**config.mk**
```make
export PLATFORM = sky130hd
export DESIGN_NAME = esv_ctrl
export DESIGN_NICKNAME = d
export VERILOG_FILES = /design/src/design/envelope_sine_voice_with_choke_assert.svh /design/src/design/esv_pkg.sv /design/src/design/esv_ctrl.sv
export SDC_FILE = /design/constraint.sdc
export NUM_CORES = 1
export LEC_CHECK = 0
export BUFFER_PORTS_ARGS = -buffer_cell sky130_fd_sc_hd__buf_2
export CAP_MARGIN = 10
export CORE_UTILIZATION = 50
export CTS_BUF_LIST = sky130_fd_sc_hd__clkbuf_8
export CTS_CLUSTER_SIZE = 20
export DETAILED_ROUTE_END_ITERATION = 7
export PLACE_DENSITY_LB_ADDON = 0.12
export SLEW_MARGIN = 10
export SYNTH_ARGS = -nofsm -noshare
export SYNTH_HDL_FRONTEND = slang
export SYNTH_SLANG_ARGS = --single-unit
```
**constraint.sdc**
```tcl
create_clock -name clk -period 1.6 [get_ports clk]
set_clock_uncertainty 0.1 [all_clocks]
set_input_delay 0.32 -clock clk [delete_from_list [all_inputs] [get_ports clk]]
set_output_delay 0.32 -clock clk [all_outputs]
set_load 0.01 [all_outputs]
```
**src/design/envelope_sine_voice_with_choke_assert.svh**
```systemverilog
// Assertion macros for the sine voice top level.
// Depends on clk and rst_n being visible where they are used.
`ifndef ENVELOPE_SINE_VOICE_WITH_CHOKE_ASSERT_SVH
`define ENVELOPE_SINE_VOICE_WITH_CHOKE_ASSERT_SVH

// Plain clocked property, disabled in reset.
`define ESV_ASSERT(lbl, prop, msg) \
    lbl: assert property (@(posedge clk) disable iff (!rst_n) prop) else $error(msg);

// Same-cycle implication, disabled in reset.
`define ESV_ASSERT_IMP(lbl, ante, cons, msg) \
    lbl: assert property (@(posedge clk) disable iff (!rst_n) (ante) |-> (cons)) else $error(msg);

`endif

```
**src/design/esv_pkg.sv**
```systemverilog
// Shared types, codes and the sine ROM contents for the sine voice.
// No dependencies.
`timescale 1ns / 1ps

package esv_pkg;

    localparam int TABLE_DEPTH = 1024;
    localparam int SINE_DEPTH  = 1024;
    localparam int TAB_AW      = $clog2(TABLE_DEPTH);
    localparam int SIN_AW      = $clog2(SINE_DEPTH);

    localparam logic [63:0] PI_Q30      = 64'd3373259426;
    localparam logic [63:0] HALF_PI_Q30 = 64'd1686629713;
    localparam logic [63:0] TWO_PI_Q30  = 64'd6746518852;

    localparam logic [2:0] CFG_INDEX_STEP   = 3'd0;
    localparam logic [2:0] CFG_TABLE_LENGTH = 3'd1;
    localparam logic [2:0] CFG_PHASE_PER_HZ = 3'd2;
    localparam logic [2:0] CFG_CHOKE_LENGTH = 3'd3;
    localparam logic [2:0] CFG_IDLE_THRESH  = 3'd4;
    localparam logic [2:0] CFG_TABLES_VALID = 3'd5;

    typedef enum logic [1:0] {
        MODE_IDLE  = 2'd0,
        MODE_PLAY  = 2'd1,
        MODE_CHOKE = 2'd2
    } mode_t;

    typedef enum logic [1:0] {
        REQ_TICK      = 2'd0,
        REQ_NOTE_ON   = 2'd1,
        REQ_WR_AMP    = 2'd2,
        REQ_WR_PITCH  = 2'd3
    } req_t;

    typedef enum logic [4:0] {
        CMD_NOP,
        CMD_WRITE,
        CMD_ADDR_LO,
        CMD_ADDR_HI,
        CMD_MUL_A0,
        CMD_MUL_A1,
        CMD_MUL_P0,
        CMD_MUL_P1,
        CMD_PITCH,
        CMD_CAPTURE,
        CMD_START,
        CMD_MUL_C,
        CMD_DIV_INIT,
        CMD_DIV_STEP,
        CMD_DIV_END,
        CMD_SINE_RD,
        CMD_MUL_S,
        CMD_MUL_F,
        CMD_FINISH
    } cmd_t;

    typedef struct packed {
        req_t  req;
        mode_t mode;
        logic  clamp;
        logic  div_last;
        logic  out_free;
    } stat_t;

    typedef struct packed {
        logic [31:0] index_step;
        logic [10:0] table_length;
        logic [31:0] phase_per_hz;
        logic [15:0] choke_length;
        logic [15:0] idle_threshold;
        logic        tables_valid;
    } cfg_t;

    typedef logic signed [15:0] sine_rom_t [SINE_DEPTH];

    function automatic logic signed [15:0] sine_entry(input logic [63:0] k);
        logic [63:0] x;
        logic [63:0] x2;
        logic [63:0] t;
        logic [63:0] v;
        longint      s;
        logic        neg;
        x = (k * TWO_PI_Q30) / SINE_DEPTH;
        neg = 1'b0;
        if (x >= PI_Q30)
        begin
            x = x - PI_Q30;
            neg = 1'b1;
        end
        if (x > HALF_PI_Q30)
            x = PI_Q30 - x;
        x2 = (x * x) >> 30;
        t = x;
        s = longint'(x);
        t = ((t * x2) >> 30) / 6;
        s = s - longint'(t);
        t = ((t * x2) >> 30) / 20;
        s = s + longint'(t);
        t = ((t * x2) >> 30) / 42;
        s = s - longint'(t);
        t = ((t * x2) >> 30) / 72;
        s = s + longint'(t);
        t = ((t * x2) >> 30) / 110;
        s = s - longint'(t);
        if (s < 0)
            s = 0;
        v = (64'(s) + 64'd16384) >> 15;
        if (v > 64'd32767)
            v = 64'd32767;
        return neg ? -16'(v) : 16'(v);
    endfunction

    function automatic sine_rom_t build_sine();
        sine_rom_t rom;
        for (int k = 0; k < SINE_DEPTH; k++)
            rom[k] = sine_entry(64'(k));
        return rom;
    endfunction

    localparam sine_rom_t SINE_ROM = build_sine();

endpackage

```
**src/design/esv_ctrl.sv**
```systemverilog
// Sequencer of the sine voice: steps the datapath through one request.
// Depends on esv_pkg.
`timescale 1ns / 1ps

module esv_ctrl
(
    input  logic           clk,
    input  logic           rst_n,
    input  logic           in_valid,
    output logic           in_ready,
    input  esv_pkg::stat_t stat,
    output esv_pkg::cmd_t  cmd
);

    typedef enum logic [4:0] {
        S_WAIT, S_DISP, S_LA, S_LB, S_LC, S_LD, S_LE, S_LF, S_LG,
        S_CM, S_DI, S_DS, S_DE, S_SR, S_MS, S_MF, S_FW
    } state_t;

    state_t        state_reg;
    esv_pkg::cmd_t cmd_reg;

    always_ff @(posedge clk or negedge rst_n)
    begin
        if (!rst_n)
        begin
            state_reg <= S_WAIT;
            cmd_reg   <= esv_pkg::CMD_NOP;
        end
        else
        begin
            case (state_reg)
                S_WAIT:
                begin
                    cmd_reg <= esv_pkg::CMD_NOP;
                    if (in_valid)
                        state_reg <= S_DISP;
                end
                S_DISP:
                begin
                    case (stat.req)
                        esv_pkg::REQ_WR_AMP, esv_pkg::REQ_WR_PITCH:
                        begin
                            state_reg <= S_WAIT;
                            cmd_reg   <= esv_pkg::CMD_WRITE;
                        end
                        esv_pkg::REQ_NOTE_ON:
                        begin
                            if (stat.mode == esv_pkg::MODE_PLAY)
                            begin
                                state_reg <= S_LA;
                                cmd_reg   <= esv_pkg::CMD_ADDR_LO;
                            end
                            else if (stat.mode == esv_pkg::MODE_IDLE)
                            begin
                                state_reg <= S_WAIT;
                                cmd_reg   <= esv_pkg::CMD_START;
                            end
                            else
                            begin
                                state_reg <= S_WAIT;
                                cmd_reg   <= esv_pkg::CMD_NOP;
                            end
                        end
                        default:
                        begin
                            if (stat.mode == esv_pkg::MODE_PLAY)
                            begin
                                state_reg <= S_LA;
                                cmd_reg   <= esv_pkg::CMD_ADDR_LO;
                            end
                            else if (stat.mode == esv_pkg::MODE_CHOKE)
                            begin
                                state_reg <= S_CM;
                                cmd_reg   <= esv_pkg::CMD_MUL_C;
                            end
                            else
                            begin
                                state_reg <= S_FW;
                                cmd_reg   <= esv_pkg::CMD_NOP;
                            end
                        end
                    endcase
                end
                S_LA:
                begin
                    state_reg <= S_LB;
                    cmd_reg   <= esv_pkg::CMD_ADDR_HI;
                end
                S_LB:
                begin
                    state_reg <= S_LC;
                    cmd_reg   <= esv_pkg::CMD_MUL_A0;
                end
                S_LC:
                begin
                    state_reg <= S_LD;
                    cmd_reg   <= esv_pkg::CMD_MUL_A1;
                end
                S_LD:
                begin
                    state_reg <= S_LE;
                    cmd_reg   <= esv_pkg::CMD_MUL_P0;
                end
                S_LE:
                begin
                    state_reg <= S_LF;
                    cmd_reg   <= esv_pkg::CMD_MUL_P1;
                end
                S_LF:
                begin
                    state_reg <= S_LG;
                    cmd_reg   <= esv_pkg::CMD_PITCH;
                end
                S_LG:
                begin
                    if (stat.req == esv_pkg::REQ_NOTE_ON)
                    begin
                        state_reg <= S_WAIT;
                        cmd_reg   <= esv_pkg::CMD_CAPTURE;
                    end
                    else
                    begin
                        state_reg <= S_SR;
                        cmd_reg   <= esv_pkg::CMD_SINE_RD;
                    end
                end
                S_CM:
                begin
                    state_reg <= S_DI;
                    cmd_reg   <= esv_pkg::CMD_DIV_INIT;
                end
                S_DI:
                begin
                    state_reg <= S_DS;
                    cmd_reg   <= esv_pkg::CMD_DIV_STEP;
                end
                S_DS:
                begin
                    if (stat.div_last)
                    begin
                        state_reg <= S_DE;
                        cmd_reg   <= esv_pkg::CMD_DIV_END;
                    end
                    else
                    begin
                        cmd_reg <= esv_pkg::CMD_DIV_STEP;
                    end
                end
                S_DE:
                begin
                    state_reg <= S_SR;
                    cmd_reg   <= esv_pkg::CMD_SINE_RD;
                end
                S_SR:
                begin
                    state_reg <= S_MS;
                    cmd_reg   <= esv_pkg::CMD_MUL_S;
                end
                S_MS:
                begin
                    state_reg <= S_MF;
                    cmd_reg   <= esv_pkg::CMD_MUL_F;
                end
                S_MF:
                begin
                    state_reg <= S_FW;
                    cmd_reg   <= esv_pkg::CMD_NOP;
                end
                S_FW:
                begin
                    // hold until the result register can take the transfer
                    if (stat.out_free)
                    begin
                        state_reg <= S_WAIT;
                        cmd_reg   <= esv_pkg::CMD_FINISH;
                    end
                    else
                    begin
                        cmd_reg <= esv_pkg::CMD_NOP;
                    end
                end
                default:
                begin
                    state_reg <= S_WAIT;
                    cmd_reg   <= esv_pkg::CMD_NOP;
                end
            endcase
        end
    end

    assign in_ready = state_reg == S_WAIT;
    assign cmd      = cmd_reg;

endmodule

```
==> out/metrics.yaml <==
run_status:
  status: "complete, no violations"
yosys:
  async_flop_share_pct: 100
  ys_ff_latch: 10
  synth_edf_count: 0
  synth_top_cell_area_share_pct: 33.4
  synthXorXnorAreaFrac_pct: 0
  netlist_top_cells_count: "dfrtp_1, nand2_1, nor2_1, o21ai_0, inv_1"
  synth_ff_type: "dfrtp_1"
  syn_inst: 90
  synth_area_um2: 749
  synth.area.mux_share_pct: 0
  ys_seq_area_share_pct: 33.4
  ys_types: 37
  synth_compound_area_share_pct: 29.4
  synth_area_leader_cell: "dfrtp_1"
  netlist_top_cells_area: "dfrtp_1, o21ai_0, ha_1"
  synth_fa_ha_area_share_pct: 5.01
  synthesis.nets: 103
  synth_top_family_by_area: "compound AO/OA/AOI/OAI gates"
  avgSynthCellArea_um2: 8.33
  ys_warn_count: 0
  synth-simple-area-share_pct: 25.0
detailed_routing:
  vias: 795
  drt_first_pass_iters: 4
  avgRoutedWirePerCell_um: 14.2
  postRouteAntennaNets: 0
  post-route-drc-count: 0
  routed_wirelength_mm: 1.85
  drt_iter0_markers: 26
  vias_per_cell: 6.12
cells_and_area:
  seq_area_um2: 255
  drive_above_1_share_pct: 35.7
  syn2layout_area_growth_pct: 30.6
  multiInputGateArea_um2: 463
  final_nets: 129
  fin_cells: 130
  antenna_cells: 0
  nFillCells: 99
global_route:
  grt_overflow_total: 0
  grt_usage_pct: 26.4
  grt_first_pass_wirelength_mm: 2.87
  antenna_found_initial: 0
  grt_max_degree: 13
  grt_pass1_vias: 647
worst_hold_path:
  min_to: "state_reg[2]"
  min_path_type: "primary input to flop"
  min_from: "in_valid"
  whs_path_depth: 2
placed_design:
  place_hpwl_mm: 1.29
  numPortBuffers: 14
  dp.cells: 121
  gp_congestion: 0.882
critical_path:
  r2r-start: "state_reg[2]"
  path_cells: "or2_4, or3_4, a211oi_2, a31oi_1"
  critPathTopFamily: "simple AND/OR/NAND/NOR gates"
  critPathMaxStageDelay_ns: 0.44
  cp.arrival_ns: 1.54
  worstReg2RegEnd: "state_reg[0]"
  critPathKind: "flop to flop"
  r2r_cells: 4
  start_kind: "flop"
  endpoint_kind: "flop"
  critPathSlowestCell: "dfrtp_2"
  path_max_fanout: 4
  critPathBufInv: 0
  cp.required_ns: 1.60
  rrSetupSlack_ns: 0.07
sta:
  slew_violations: 0
  whs_ns: 0.298
  fin_tns_setup_ns: 0
  tightest_slew_ns: 0.327
  rsz0062_at_grt: "no"
  fin_crit_sh_pct: 95.7
  max_slew_margin_pct: 78.2
  hold_viol: 0
  fmax_mhz: 653
  fin_crit_ns: 1.53
  setup_viol: 0
floorplanning:
  pin_count: 16
  core_area_mm2: 0.00135
  fp-row-count: 13
  start_util_pct: 55.5
  die-area_mm2: 0.00166
  die_y_um: 40.7
  die_w_um: 40.7
clock_network:
  cts_max_path_buffers: 2
  cts_buffers: 3
  clk_pin_slew_worst_paths_ns: 0.05
  cts_tree: "done"
  cts_root_buf: "clkbuf_8"
  htree_levels: 1
  insertion_delay_ns: 0.23
  clkSinkCount: 10
power_and_ir_drop:
  irDropWorstVdd_uv: 907
  p_leak_nw: 0.445
  power_density_mw_per_mm2: 1870
run:
  drv_cap: 0
[cell usage in the layout, fill, tap and decap left out, types with 2 or more instances in the layout]
master,instances
a21oi_1,2
a31oi_1,4
buf_2,15
buf_4,11
clkbuf_8,4
dfrtp_1,6
dfrtp_2,4
ha_1,3
inv_1,4
nand2_1,10
nor2_1,6
nor3_1,4
nor3b_1,2
o2111ai_1,2
o211ai_1,2
o21a_1,3
o21ai_0,8
[worst reg2reg max path: cells and delay by family, from the launching register on]
kind / cells / cell delay [ns]
flops: 1 / 0.44
compound gates: 2 / 0.27
simple gates: 2 / 0.59
[cells by family (layout without fill, tap and decap cells)]
group           count (synthesis)  after routing
simple gates                   35             35
compound gates                 31             31
fa+ha+maj                       3              3
flops                          10             10
buf+inv                        11             36
[layout make-up]
class / count / share of cell area (%)
clock buffer: 4 / 5.63
inverter: 5 / 1.92
multi-input combinational: 69 / 47.3
sequential: 10 / 26.1
tap: 15 / 1.92
timing repair buffer: 27 / 17.1
[report_power, final]
group	internal (W)	total, W	switching [W]
Clock	0.000216	0.000313	0.0000967
Combinational	0.000490	0.00103	0.000544
Sequential	0.000372	0.000480	0.000108
Total	0.00108	0.00183	0.000748
[metal layers]
| layer | global-route usage (%) | part of all wire, % |
|---|---|---|
| met4 | 10.0 | 2.3 |
| met5 | 0 | 0 |
| met1 | 36.7 | 43 |
| met2 | 41.3 | 45 |
| met3 | 3.26 | 9.2 |
[worst max-delay path by stage]
stage                             from      endpoint  slack (ns)  depth (start not counted)
after global placement    state_reg[2]  state_reg[0]         0.1                          4
final                     state_reg[2]  state_reg[0]        0.07                          4
after detailed placement  state_reg[1]  state_reg[2]         0.1                          4
after CTS                 state_reg[4]      in_ready        0.02                          3
after global routing      state_reg[2]  state_reg[0]       0.005                          4
after floorplan           state_reg[2]  state_reg[0]        0.07                          5
[timing repair]
item,4_1_cts,5_1_grt
resized for setup,3,6
pin swaps,0,0
setup endpoints to repair,1,1
buffers inserted,3,1
hold buffers,1,0
hold endpoints to repair,10,0
[per-stage QoR]
stage          worst slack [ns]  utilization [%]  total power, W  area [µm²]
6_report                 0.0687             72.5         0.00183         978
5_1_grt                 0.00468             72.5         0.00197         978
4_1_cts                  0.0230             70.8         0.00176         956
3_5_place_dp             0.0985             63.9         0.00137         863
3_3_place_gp             0.0981             63.9         0.00136         863
2_1_floorplan            0.0710                -         0.00109         749
Note: power is estimated with default switching activity, not from simulation.
